===== src/design/fpt2a_pkg.sv =====
// Shared types, constants and digit helpers for the temperature text converter.
`timescale 1ns / 1ps
`default_nettype none
package fpt2a_pkg;

    localparam int FPT2A_QUEUE_DEPTH = 2;

    localparam logic signed [15:0] ERR_CODE_RESET = 16'sh8000;
    localparam logic signed [15:0] TEMP_MIN       = -16'sd2048;
    localparam logic signed [15:0] TEMP_MAX       = 16'sd2047;
    localparam logic [7:0]         HUNDRED        = 8'd100;

    localparam logic [7:0] CH_NUL   = 8'h00;
    localparam logic [7:0] CH_MINUS = 8'h2D;
    localparam logic [7:0] CH_DOT   = 8'h2E;
    localparam logic [7:0] CH_ZERO  = 8'h30;
    localparam logic [7:0] CH_E     = 8'h45;
    localparam logic [7:0] CH_R     = 8'h72;

    typedef struct packed {
        logic       err;
        logic       neg;
        logic       hund;
        logic       tens_on;
        logic [3:0] tens;
        logic [3:0] ones;
        logic [3:0] frac;
    } fpt2a_item_t;

    // sixteenths to tenths, truncated
    function automatic logic [3:0] frac_digit(input logic [3:0] sixteenths);
        logic [3:0] d;
        unique case (sixteenths)
            4'd0, 4'd1:   d = 4'd0;
            4'd2, 4'd3:   d = 4'd1;
            4'd4:         d = 4'd2;
            4'd5, 4'd6:   d = 4'd3;
            4'd7:         d = 4'd4;
            4'd8, 4'd9:   d = 4'd5;
            4'd10, 4'd11: d = 4'd6;
            4'd12:        d = 4'd7;
            4'd13, 4'd14: d = 4'd8;
            default:      d = 4'd9;
        endcase
        return d;
    endfunction

    // quotient by ten for values below one hundred
    function automatic logic [3:0] div10(input logic [6:0] v);
        logic [14:0] p;
        p = 15'(v) * 15'd205;
        return p[14:11];
    endfunction

endpackage
`default_nettype wire


===== src/design/fpt2a_front.sv =====
// Front end: error register, input handshake and classification into digits.
`timescale 1ns / 1ps
`default_nettype none
module fpt2a_front
    import fpt2a_pkg::*;
(
    input  wire logic               aclk,
    input  wire logic               aresetn,
    input  wire logic               cfg_valid,
    output logic                    cfg_ready,
    input  wire logic signed [15:0] cfg_data,
    input  wire logic               s_valid,
    output logic                    s_ready,
    input  wire logic signed [15:0] s_temperature,
    input  wire logic               q_full,
    output logic                    q_push,
    output fpt2a_item_t             q_item
);

    logic signed [15:0] err_code_reg;
    logic signed [11:0] sat;
    logic [11:0]        mag;
    logic [7:0]         whole;
    logic [6:0]         rem;
    logic [3:0]         tens;
    logic [7:0]         tens_x10;

    assign cfg_ready = 1'b1;
    assign s_ready   = !q_full;
    assign q_push    = s_valid && !q_full;

    always_ff @(posedge aclk) begin
        if (!aresetn) begin
            err_code_reg <= ERR_CODE_RESET;
        end else if (cfg_valid) begin
            err_code_reg <= cfg_data;
        end
    end

    always_comb begin
        priority if (s_temperature < TEMP_MIN) begin
            sat = TEMP_MIN[11:0];
        end else if (s_temperature > TEMP_MAX) begin
            sat = TEMP_MAX[11:0];
        end else begin
            sat = s_temperature[11:0];
        end
        mag      = sat[11] ? 12'(-sat) : 12'(sat);
        whole    = mag[11:4];
        rem      = (whole >= HUNDRED) ? 7'(whole - HUNDRED) : whole[6:0];
        tens     = div10(rem);
        tens_x10 = {tens, 3'b000} + {3'b000, tens, 1'b0};

        q_item.err     = (s_temperature == err_code_reg);
        q_item.neg     = sat[11];
        q_item.hund    = (whole >= HUNDRED);
        q_item.tens_on = (whole >= HUNDRED) || (tens != 4'd0);
        q_item.tens    = tens;
        q_item.ones    = 4'({1'b0, rem} - tens_x10);
        q_item.frac    = frac_digit(mag[3:0]);
    end

endmodule
`default_nettype wire


===== src/design/fpt2a_queue.sv =====
// Short queue of classified words between front and back end.
`timescale 1ns / 1ps
`default_nettype none
module fpt2a_queue
    import fpt2a_pkg::*;
#(
    parameter int DEPTH = FPT2A_QUEUE_DEPTH
) (
    input  wire logic         aclk,
    input  wire logic         aresetn,
    input  wire logic         push,
    input  wire fpt2a_item_t  push_item,
    output logic              full,
    input  wire logic         pop,
    output logic              not_empty,
    output fpt2a_item_t       head
);

    localparam int PW = $clog2(DEPTH);
    localparam int CW = $clog2(DEPTH + 1);

    fpt2a_item_t   mem_reg [DEPTH];
    logic [PW-1:0] wr_ptr_reg;
    logic [PW-1:0] rd_ptr_reg;
    logic [CW-1:0] count_reg;
    logic          do_push;
    logic          do_pop;

    assign full      = (count_reg == CW'(DEPTH));
    assign not_empty = (count_reg != '0);
    assign head      = mem_reg[rd_ptr_reg];
    assign do_push   = push && !full;
    assign do_pop    = pop && not_empty;

    always_ff @(posedge aclk) begin
        if (do_push) begin
            mem_reg[wr_ptr_reg] <= push_item;
        end
    end

    always_ff @(posedge aclk) begin
        if (!aresetn) begin
            wr_ptr_reg <= '0;
            rd_ptr_reg <= '0;
            count_reg  <= '0;
        end else begin
            if (do_push) begin
                wr_ptr_reg <= (wr_ptr_reg == PW'(DEPTH - 1)) ? '0 : wr_ptr_reg + 1'b1;
            end
            if (do_pop) begin
                rd_ptr_reg <= (rd_ptr_reg == PW'(DEPTH - 1)) ? '0 : rd_ptr_reg + 1'b1;
            end
            unique case ({do_push, do_pop})
                2'b10:   count_reg <= count_reg + 1'b1;
                2'b01:   count_reg <= count_reg - 1'b1;
                default: count_reg <= count_reg;
            endcase
        end
    end

endmodule
`default_nettype wire


===== src/design/fpt2a_back.sv =====
// Back end: character sequencer with registered output word.
`timescale 1ns / 1ps
`default_nettype none
module fpt2a_back
    import fpt2a_pkg::*;
(
    input  wire logic        aclk,
    input  wire logic        aresetn,
    input  wire logic        q_not_empty,
    input  wire fpt2a_item_t q_head,
    output logic             q_pop,
    output logic             m_valid,
    input  wire logic        m_ready,
    output logic [7:0]       m_out_char,
    output logic             m_is_last
);

    typedef enum logic [3:0] {
        P_SIGN, P_HUND, P_TENS, P_ONES, P_DOT, P_FRAC, P_NUL,
        P_E, P_R1, P_R2, P_EDOT
    } phase_t;

    phase_t      phase_reg;
    phase_t      phase_step;
    phase_t      phase_first;
    logic        busy_reg;
    logic        m_valid_reg;
    logic [7:0]  char_reg;
    logic        last_reg;
    fpt2a_item_t cur_reg;
    logic [7:0]  char_now;
    logic        adv;
    logic        load;

    assign m_valid    = m_valid_reg;
    assign m_out_char = char_reg;
    assign m_is_last  = last_reg;

    assign adv   = !m_valid_reg || m_ready;
    assign load  = adv && q_not_empty && (!busy_reg || phase_reg == P_NUL);
    assign q_pop = load;

    always_comb begin
        priority if (q_head.err) begin
            phase_first = P_E;
        end else if (q_head.neg) begin
            phase_first = P_SIGN;
        end else if (q_head.hund) begin
            phase_first = P_HUND;
        end else if (q_head.tens_on) begin
            phase_first = P_TENS;
        end else begin
            phase_first = P_ONES;
        end
    end

    always_comb begin
        unique case (phase_reg)
            P_SIGN:  phase_step = cur_reg.hund ? P_HUND :
                                  (cur_reg.tens_on ? P_TENS : P_ONES);
            P_HUND:  phase_step = P_TENS;
            P_TENS:  phase_step = P_ONES;
            P_ONES:  phase_step = P_DOT;
            P_DOT:   phase_step = P_FRAC;
            P_FRAC:  phase_step = P_NUL;
            P_E:     phase_step = P_R1;
            P_R1:    phase_step = P_R2;
            P_R2:    phase_step = P_EDOT;
            P_EDOT:  phase_step = P_NUL;
            default: phase_step = P_NUL;
        endcase
    end

    always_comb begin
        unique case (phase_reg)
            P_SIGN:        char_now = CH_MINUS;
            P_HUND:        char_now = CH_ZERO + 8'd1;
            P_TENS:        char_now = CH_ZERO + {4'd0, cur_reg.tens};
            P_ONES:        char_now = CH_ZERO + {4'd0, cur_reg.ones};
            P_DOT, P_EDOT: char_now = CH_DOT;
            P_FRAC:        char_now = CH_ZERO + {4'd0, cur_reg.frac};
            P_E:           char_now = CH_E;
            P_R1, P_R2:    char_now = CH_R;
            default:       char_now = CH_NUL;
        endcase
    end

    always_ff @(posedge aclk) begin
        if (!aresetn) begin
            busy_reg    <= 1'b0;
            m_valid_reg <= 1'b0;
            phase_reg   <= P_NUL;
        end else if (adv) begin
            m_valid_reg <= busy_reg;
            if (busy_reg) begin
                char_reg <= char_now;
                last_reg <= (phase_reg == P_NUL);
            end
            if (load) begin
                cur_reg   <= q_head;
                phase_reg <= phase_first;
                busy_reg  <= 1'b1;
            end else if (busy_reg) begin
                phase_reg <= phase_step;
                busy_reg  <= (phase_reg != P_NUL);
            end
        end
    end

endmodule
`default_nettype wire


===== src/design/fixed_point_temp_to_ascii.sv =====
// Top level: signed Q12.4 temperature to decimal ASCII text converter.
//
//  channel | ports                              | word
//  --------+------------------------------------+----------------------------------
//  cfg     | cfg_valid cfg_ready cfg_data       | error code sentinel, 16 bits signed
//  s       | s_valid s_ready s_temperature      | one reading, 16 bits signed
//  m       | m_valid m_ready m_out_char m_is_last | one character, NUL marked last
//
//  Each reading leaves as 4 to 7 characters from the back-end sequencer, one per
//  cycle while m_ready is high. Back-to-back readings chain without a gap; when
//  idle, a reading passes the queue and phase register to the output register. The
//  queue holds QUEUE_DEPTH readings, so input is taken while the output stalls
//  until it fills. Synchronous active-low reset; the error code resets to -32768.
`timescale 1ns / 1ps
`default_nettype none
module fixed_point_temp_to_ascii
    import fpt2a_pkg::*;
#(
    parameter int QUEUE_DEPTH = FPT2A_QUEUE_DEPTH
) (
    input  wire logic               aclk,
    input  wire logic               aresetn,
    input  wire logic               cfg_valid,
    output logic                    cfg_ready,
    input  wire logic signed [15:0] cfg_data,
    input  wire logic               s_valid,
    output logic                    s_ready,
    input  wire logic signed [15:0] s_temperature,
    output logic                    m_valid,
    input  wire logic               m_ready,
    output logic [7:0]              m_out_char,
    output logic                    m_is_last
);

    logic        q_full;
    logic        q_push;
    logic        q_pop;
    logic        q_not_empty;
    fpt2a_item_t q_in;
    fpt2a_item_t q_head;

    fpt2a_front u_front (
        .aclk          (aclk),
        .aresetn       (aresetn),
        .cfg_valid     (cfg_valid),
        .cfg_ready     (cfg_ready),
        .cfg_data      (cfg_data),
        .s_valid       (s_valid),
        .s_ready       (s_ready),
        .s_temperature (s_temperature),
        .q_full        (q_full),
        .q_push        (q_push),
        .q_item        (q_in)
    );

    fpt2a_queue #(
        .DEPTH (QUEUE_DEPTH)
    ) u_queue (
        .aclk      (aclk),
        .aresetn   (aresetn),
        .push      (q_push),
        .push_item (q_in),
        .full      (q_full),
        .pop       (q_pop),
        .not_empty (q_not_empty),
        .head      (q_head)
    );

    fpt2a_back u_back (
        .aclk        (aclk),
        .aresetn     (aresetn),
        .q_not_empty (q_not_empty),
        .q_head      (q_head),
        .q_pop       (q_pop),
        .m_valid     (m_valid),
        .m_ready     (m_ready),
        .m_out_char  (m_out_char),
        .m_is_last   (m_is_last)
    );

endmodule
`default_nettype wire

===== config.mk =====
export PLATFORM = sky130hd
export DESIGN_NAME = fixed_point_temp_to_ascii
export DESIGN_NICKNAME = d
export VERILOG_FILES = /design/src/design/fpt2a_pkg.sv /design/src/design/fpt2a_front.sv /design/src/design/fpt2a_queue.sv /design/src/design/fpt2a_back.sv /design/src/design/fixed_point_temp_to_ascii.sv
export SDC_FILE = /design/constraint.sdc
export NUM_CORES = 1
export LEC_CHECK = 0
export BUFFER_PORTS_ARGS = -buffer_cell sky130_fd_sc_hd__clkbuf_2
export CELL_PAD_IN_SITES_DETAIL_PLACEMENT = 1
export CELL_PAD_IN_SITES_GLOBAL_PLACEMENT = 1
export CORE_UTILIZATION = 37
export DETAILED_ROUTE_END_ITERATION = 7
export HOLD_SLACK_MARGIN = 0.08
export PLACE_DENSITY_LB_ADDON = 0.1
export SETUP_SLACK_MARGIN = 0.1
export SYNTH_ARGS = -nofsm -noshare
export SYNTH_HDL_FRONTEND = slang
export SYNTH_SLANG_ARGS = --single-unit

===== constraint.sdc =====
create_clock -name aclk -period 9 [get_ports aclk]
set_clock_uncertainty 0.1 [all_clocks]
set_input_delay 0.9 -clock aclk [delete_from_list [all_inputs] [get_ports aclk]]
set_output_delay 0.9 -clock aclk [all_outputs]
set_load 0.005 [all_outputs]

After elaboration in Yosys (flattened, before gate mapping). Memory sizes are Yosys's and may differ from the RTL's. A register that Yosys moved wholly into a read port is not among the register bits. Cells that the tools add are included.

$add $sub $neg: 11. Order comparisons: 3. Equal/unequal tests: 15. Reduce and logical (&&, ||, !) cells: 21. Multiplexer cells: 23. $mul: 1.

Operator list (count): $pmux W8 S8 (1); $mux W12 (3); $pmux W4 S8 (1); $mux W4 (6); $add A6 B4 Y7 const A (3); $eq A16 B16 Y1 (1); $eq A4 B3 Y1 const B (4); $gt A16 B12 Y1 const B (1); $lt A16 B12 Y1 const B (1); $mul A7 B8 Y15 const B (1); $eq A4 B4 Y1 const B (3); $neg A12 Y12 (1); $mux W1 (10); $eq A4 B2 Y1 const B (2); $ge A8 B7 Y1 const B (1); $mux W7 (1); $sub A7 B7 Y7 const B (1); $reduce_and A3 Y1 (2); $reduce_bool A2 Y1 (3); $logic_and A1 B1 Y1 (5); $add A4 B4 Y4 (1); $eq A2 B2 Y1 const B (2); $eq A4 B1 Y1 const B (1); $logic_not A4 Y1 (1); 12 further kinds (18).

Output and inout port bits: 12. Memories: 2. Memory bits (writable): 32. Memory bits (read-only): 64. Bits of input ports: 37. Bits in registers: 49. Word-level logic and storage cells: 90.

Memory list: (no name shown) (depth 16, width 4, rd ports 1, clocked after memory_dff 0, write ports 0, line fpt2a_pkg.sv:33) `unique case (sixteenths)`; u_queue.mem_reg (depth 2, width 16, rd ports 1, clocked after memory_dff 1, write ports 1, line fpt2a_queue.sv:22) `fpt2a_item_t mem_reg [DEPTH];`.

Longest topological paths before layout.
Word-level depth: 10. Mapped depth: 38. Mapped depth without buffers: 35.

Hierarchy. A second synthesis with hierarchy kept.

Cells, all modules: 532. Area, all modules: 5510.3 um^2.

By module, submodules not included: fpt2a_front (area an instance 2813.9 um^2, instances 1, cells an instance 341); fpt2a_queue (area an instance 1390.1 um^2, instances 1, cells an instance 76); fpt2a_back (area an instance 1306.3 um^2, instances 1, cells an instance 115).

Worst setup path before layout. No wires, ideal clock.

Path kind: in2reg. Start: input s_temperature[15]. End: memory u_queue.mem_reg[0][7] in the netlist's numbering, data pin. Cell stages on the path: 36. Data arrival time: 8.382 ns. Path slack: 0.247 ns. Buffers on the path: 4. Path through: buf_4 -> clkbuf_1 -> buf_1 -> nand2_1 -> o21a_1 -> inv_1 -> ha_1 -> buf_4 -> and3_4 -> o22ai_1 -> a32oi_4 -> inv_1 -> ha_1 -> nand2_1 -> nand4b_1 -> o22a_2 -> a31oi_1 -> inv_1 -> o21ai_0 -> ha_1 -> ha_1 -> fa_1 -> inv_1 -> fa_1 -> inv_1 -> ha_1 -> nand4_1 -> or3_1 -> a2111oi_2 -> a311oi_2 -> o31ai_2 -> xor2_1 -> ha_1 -> nand2_1 -> nand2_1 -> xnor3_1.

RTL lines: from (decl) (line fixed_point_temp_to_ascii.sv:28) `input wire logic signed [15:0] s_temperature,`; to (decl) (line fpt2a_queue.sv:22).

==> flow_metrics.tcl <==
set metrics [dict create \
    die_w_microns 121 \
    clk_path_buf_depth 2 \
    drv_cap 0 \
    async_flop_share_pct 0 \
    worst-slew-pin-transition_ns 0.866 \
    largest_register_ffs 32 \
    slowest_delay_ns 0.49 \
    arrival_ns 8.43 \
    max_clock_freq_mhz 118 \
    dieArea_sq_um 14500 \
    fin_cells 713 \
    drive_above_1_share_pct 21.2 \
    r2r_start "u_back.phase_reg[3]$_SDFFE_PN0P_" \
    final_cell_mix "edfxtp_1, clkbuf_2, ha_1" \
    slew_headroom_pct 41.7 \
    synth_simple_gate_area_share_pct 14.4 \
    grt_pass1_vias 3967 \
    layout_commonest_cell "edfxtp_1" \
    gp_congestion 0.842 \
    hold_end "u_front.err_code_reg[15]$_SDFFE_PN1P_" \
    rsz0062_at_grt "no" \
    first_pass_iters 4 \
    fin_nets 619 \
    areaGrowthSynthToFinish_pct 14.9 \
    synth_compound_area_share_pct 12.7 \
    post-route-period-util_pct 93.9 \
    ys_ff_latch 81 \
    worstHoldPathCells 2 \
    grt.overflow.total 0 \
    clkLatencyLatePin_ns 0.35 \
    track_usage_pct 17.4 \
    syn_area_sq_um 5200 \
    path_class "in2reg" \
    floorplan.rows 42 \
    setup_viol 0 \
    wl_per_cell_microns 15.9 \
    final.setup.tns_ns 0 \
    syn_inst 482 \
    drc 0 \
    drt_wl_total_microns 11300 \
    vias_per_cell 5.21 \
    synth-main-ff-cell "edfxtp_1" \
    status "finished, final reports clean" \
    dp_cells 694 \
    synth_top_cell_by_area "edfxtp_1" \
    crit_slowest_cell "fa_1" \
    syn_nets 569 \
    period_needed_ns 8.45 \
    ios 49 \
    htree_levels 3 \
    synth.mux.area_fraction_pct 7.48 \
    cts_root_buffer "clkbuf_16" \
    synth_top_area_share_pct 31.2 \
    hp-class "reg2reg" \
    yosysSeqAreaShare_pct 41.6 \
    drt_iter0_markers 115 \
    cts_made_buffers 9 \
    r2r_cells 6 \
    synth_top_family_by_area "simple AND/OR/NAND/NOR gates" \
    port_buffers 46 \
    hp-start "u_front.err_code_reg[15]$_SDFFE_PN1P_" \
    r2r_end "u_queue.count_reg[1]$_SDFFE_PN0P_" \
    rrSetupSlack_ns 5.96 \
    cts.clk_slew.worst_paths_ns 0.06 \
    coreArea_sq_um 13500 \
    critPathRequiredTime_ns 8.98 \
    num_vias 3718 \
    hold_viol_final 0 \
    initial_core_util_pct 38.7 \
    worstSetupStartpointType "primary input" \
    cts_tree "done" \
    grt_first_pass_wirelength_microns 19600 \
    synth_fa_ha_area_share_pct 13.2 \
    synthTopCellsByArea "edfxtp_1, dfxtp_1, ha_1" \
    die_h_microns 121 \
    postCtsHoldBufs 0 \
    dpl.hpwl_microns 8750 \
    ir_worst_vdd_mv 0.148 \
    synth_edf_count 54 \
    fillers 1525 \
    slew_violations 0 \
    grt_antenna_before_repair 0 \
    synth_cell_type_count 75 \
    yosysWarnings 0 \
    cpMostUsedCell "ha_1" \
    numClockSinks 81 \
    startpoint "s_temperature[11]" \
    worst_setup_path_end_kind "register" \
    power.density_nw_per_um2 306 \
    ant_nets 0 \
    diodes 0 \
    grt_max_degree 30 \
    avgSynthCellArea_sq_um 10.8 \
    synth_xor_area_share_pct 6.13 \
    leakage_nw 2.41 \
    worstPathMaxFanout 7 \
]
## routing by layer
metal  up-vias  global-route usage (%)  share of wire [%]
li1       1848                       -                  -
met1      1814                    20.9                 45
met2        43                    30.6                 51
met3        13                    3.58                2.4
met4         0                    6.17                1.7
met5         -                       0                  0
## cells in the mapped netlist (3+ instances only)
cell type	instances
or3_1	3
xor2_1	7
a21o_1	3
nor2b_1	20
and3_1	5
clkbuf_1	13
o21ai_0	19
a31oi_1	5
a21oi_1	19
edfxtp_1	54
buf_4	4
nor4_1	3
inv_1	32
o21a_1	6
nand4_1	7
fa_1	8
o22ai_1	6
ha_1	42
nand3_1	6
nor3b_1	3
and2_1	7
mux2i_1	22
nand2_1	31
a211oi_1	3
mux2_2	15
nand2b_1	9
dfxtp_1	27
nor3_1	3
xnor2_1	25
o211ai_1	4
nor2_1	17
## report_power, final
part | internal (mW) | switching (mW)
Sequential | 0.569 | 0.0550
Clock | 0.205 | 0.153
Combinational | 0.383 | 0.466
Total | 1.16 | 0.674
## through the flow
stage,hold WS (ns),power (mW),utilization [%],area (sq um),worst slack [ns]
6_report,0.416,1.83,44.4,5980,0.549
2_1_floorplan,0.364,1.25,-,5200,0.247
3_3_place_gp,0.393,1.43,41.9,5640,0.196
5_1_grt,0.456,1.98,44.4,5980,0.107
4_1_cts,0.421,1.84,44.0,5930,0.196
3_5_place_dp,0.404,1.47,41.9,5640,-0.136
## cells by family after synthesis
group           count (synthesis)
xor+xnor                       34
flops                          81
fa+ha+maj                      50
other cells                     2
buf+inv                        55
simple gates                  130
compound gates                 93
mux                            37
## repair_timing
item / CTS / global route
hold endpoints to repair: 0 / 0
setup endpoints to repair: 0 / 6
resized for setup: 0 / 4
buffers inserted: 0 / 3
## worst max-delay path: cells and delay by family
| kind | cells | cell delay [ns] |
|---|---|---|
| AO/OA/AOI/OAI | 11 | 2.10 |
| buffers and inverters | 5 | 0.56 |
| multiplexers | 1 | 0.32 |
| adder cells (fa/ha/maj) | 8 | 2.50 |
| XOR/XNOR | 3 | 0.88 |
| AND/OR/NAND/NOR | 8 | 1.12 |
## layout make-up
type | count | area, sq um | area share [%]
Clock inverter | 5 | 36.3 | 0.607
Sequential cell | 81 | 2160 | 36.2
Tap cell | 176 | 220 | 3.69
Clock buffer | 11 | 254 | 4.25
Inverter | 33 | 124 | 2.07
Multi-Input combinational cell | 346 | 2840 | 47.5
Timing Repair Buffer | 61 | 343 | 5.74
## worst max path at each step
stage | endpoint | slack (ns) | depth (start not counted)
final | u_queue.mem_reg[0][7]$_DFFE_PP_ | 0.55 | 36
after global placement | u_queue.mem_reg[1][7]$_DFFE_PP_ | 0.20 | 35
after floorplan | u_queue.mem_reg[0][7]$_DFFE_PP_ | 0.25 | 36
after detailed placement | u_queue.mem_reg[0][7]$_DFFE_PP_ | -0.14 | 35
after CTS | u_queue.mem_reg[1][7]$_DFFE_PP_ | 0.20 | 35
after global routing | u_queue.mem_reg[1][7]$_DFFE_PP_ | 0.11 | 36
(Power assumes the default switching activity.)
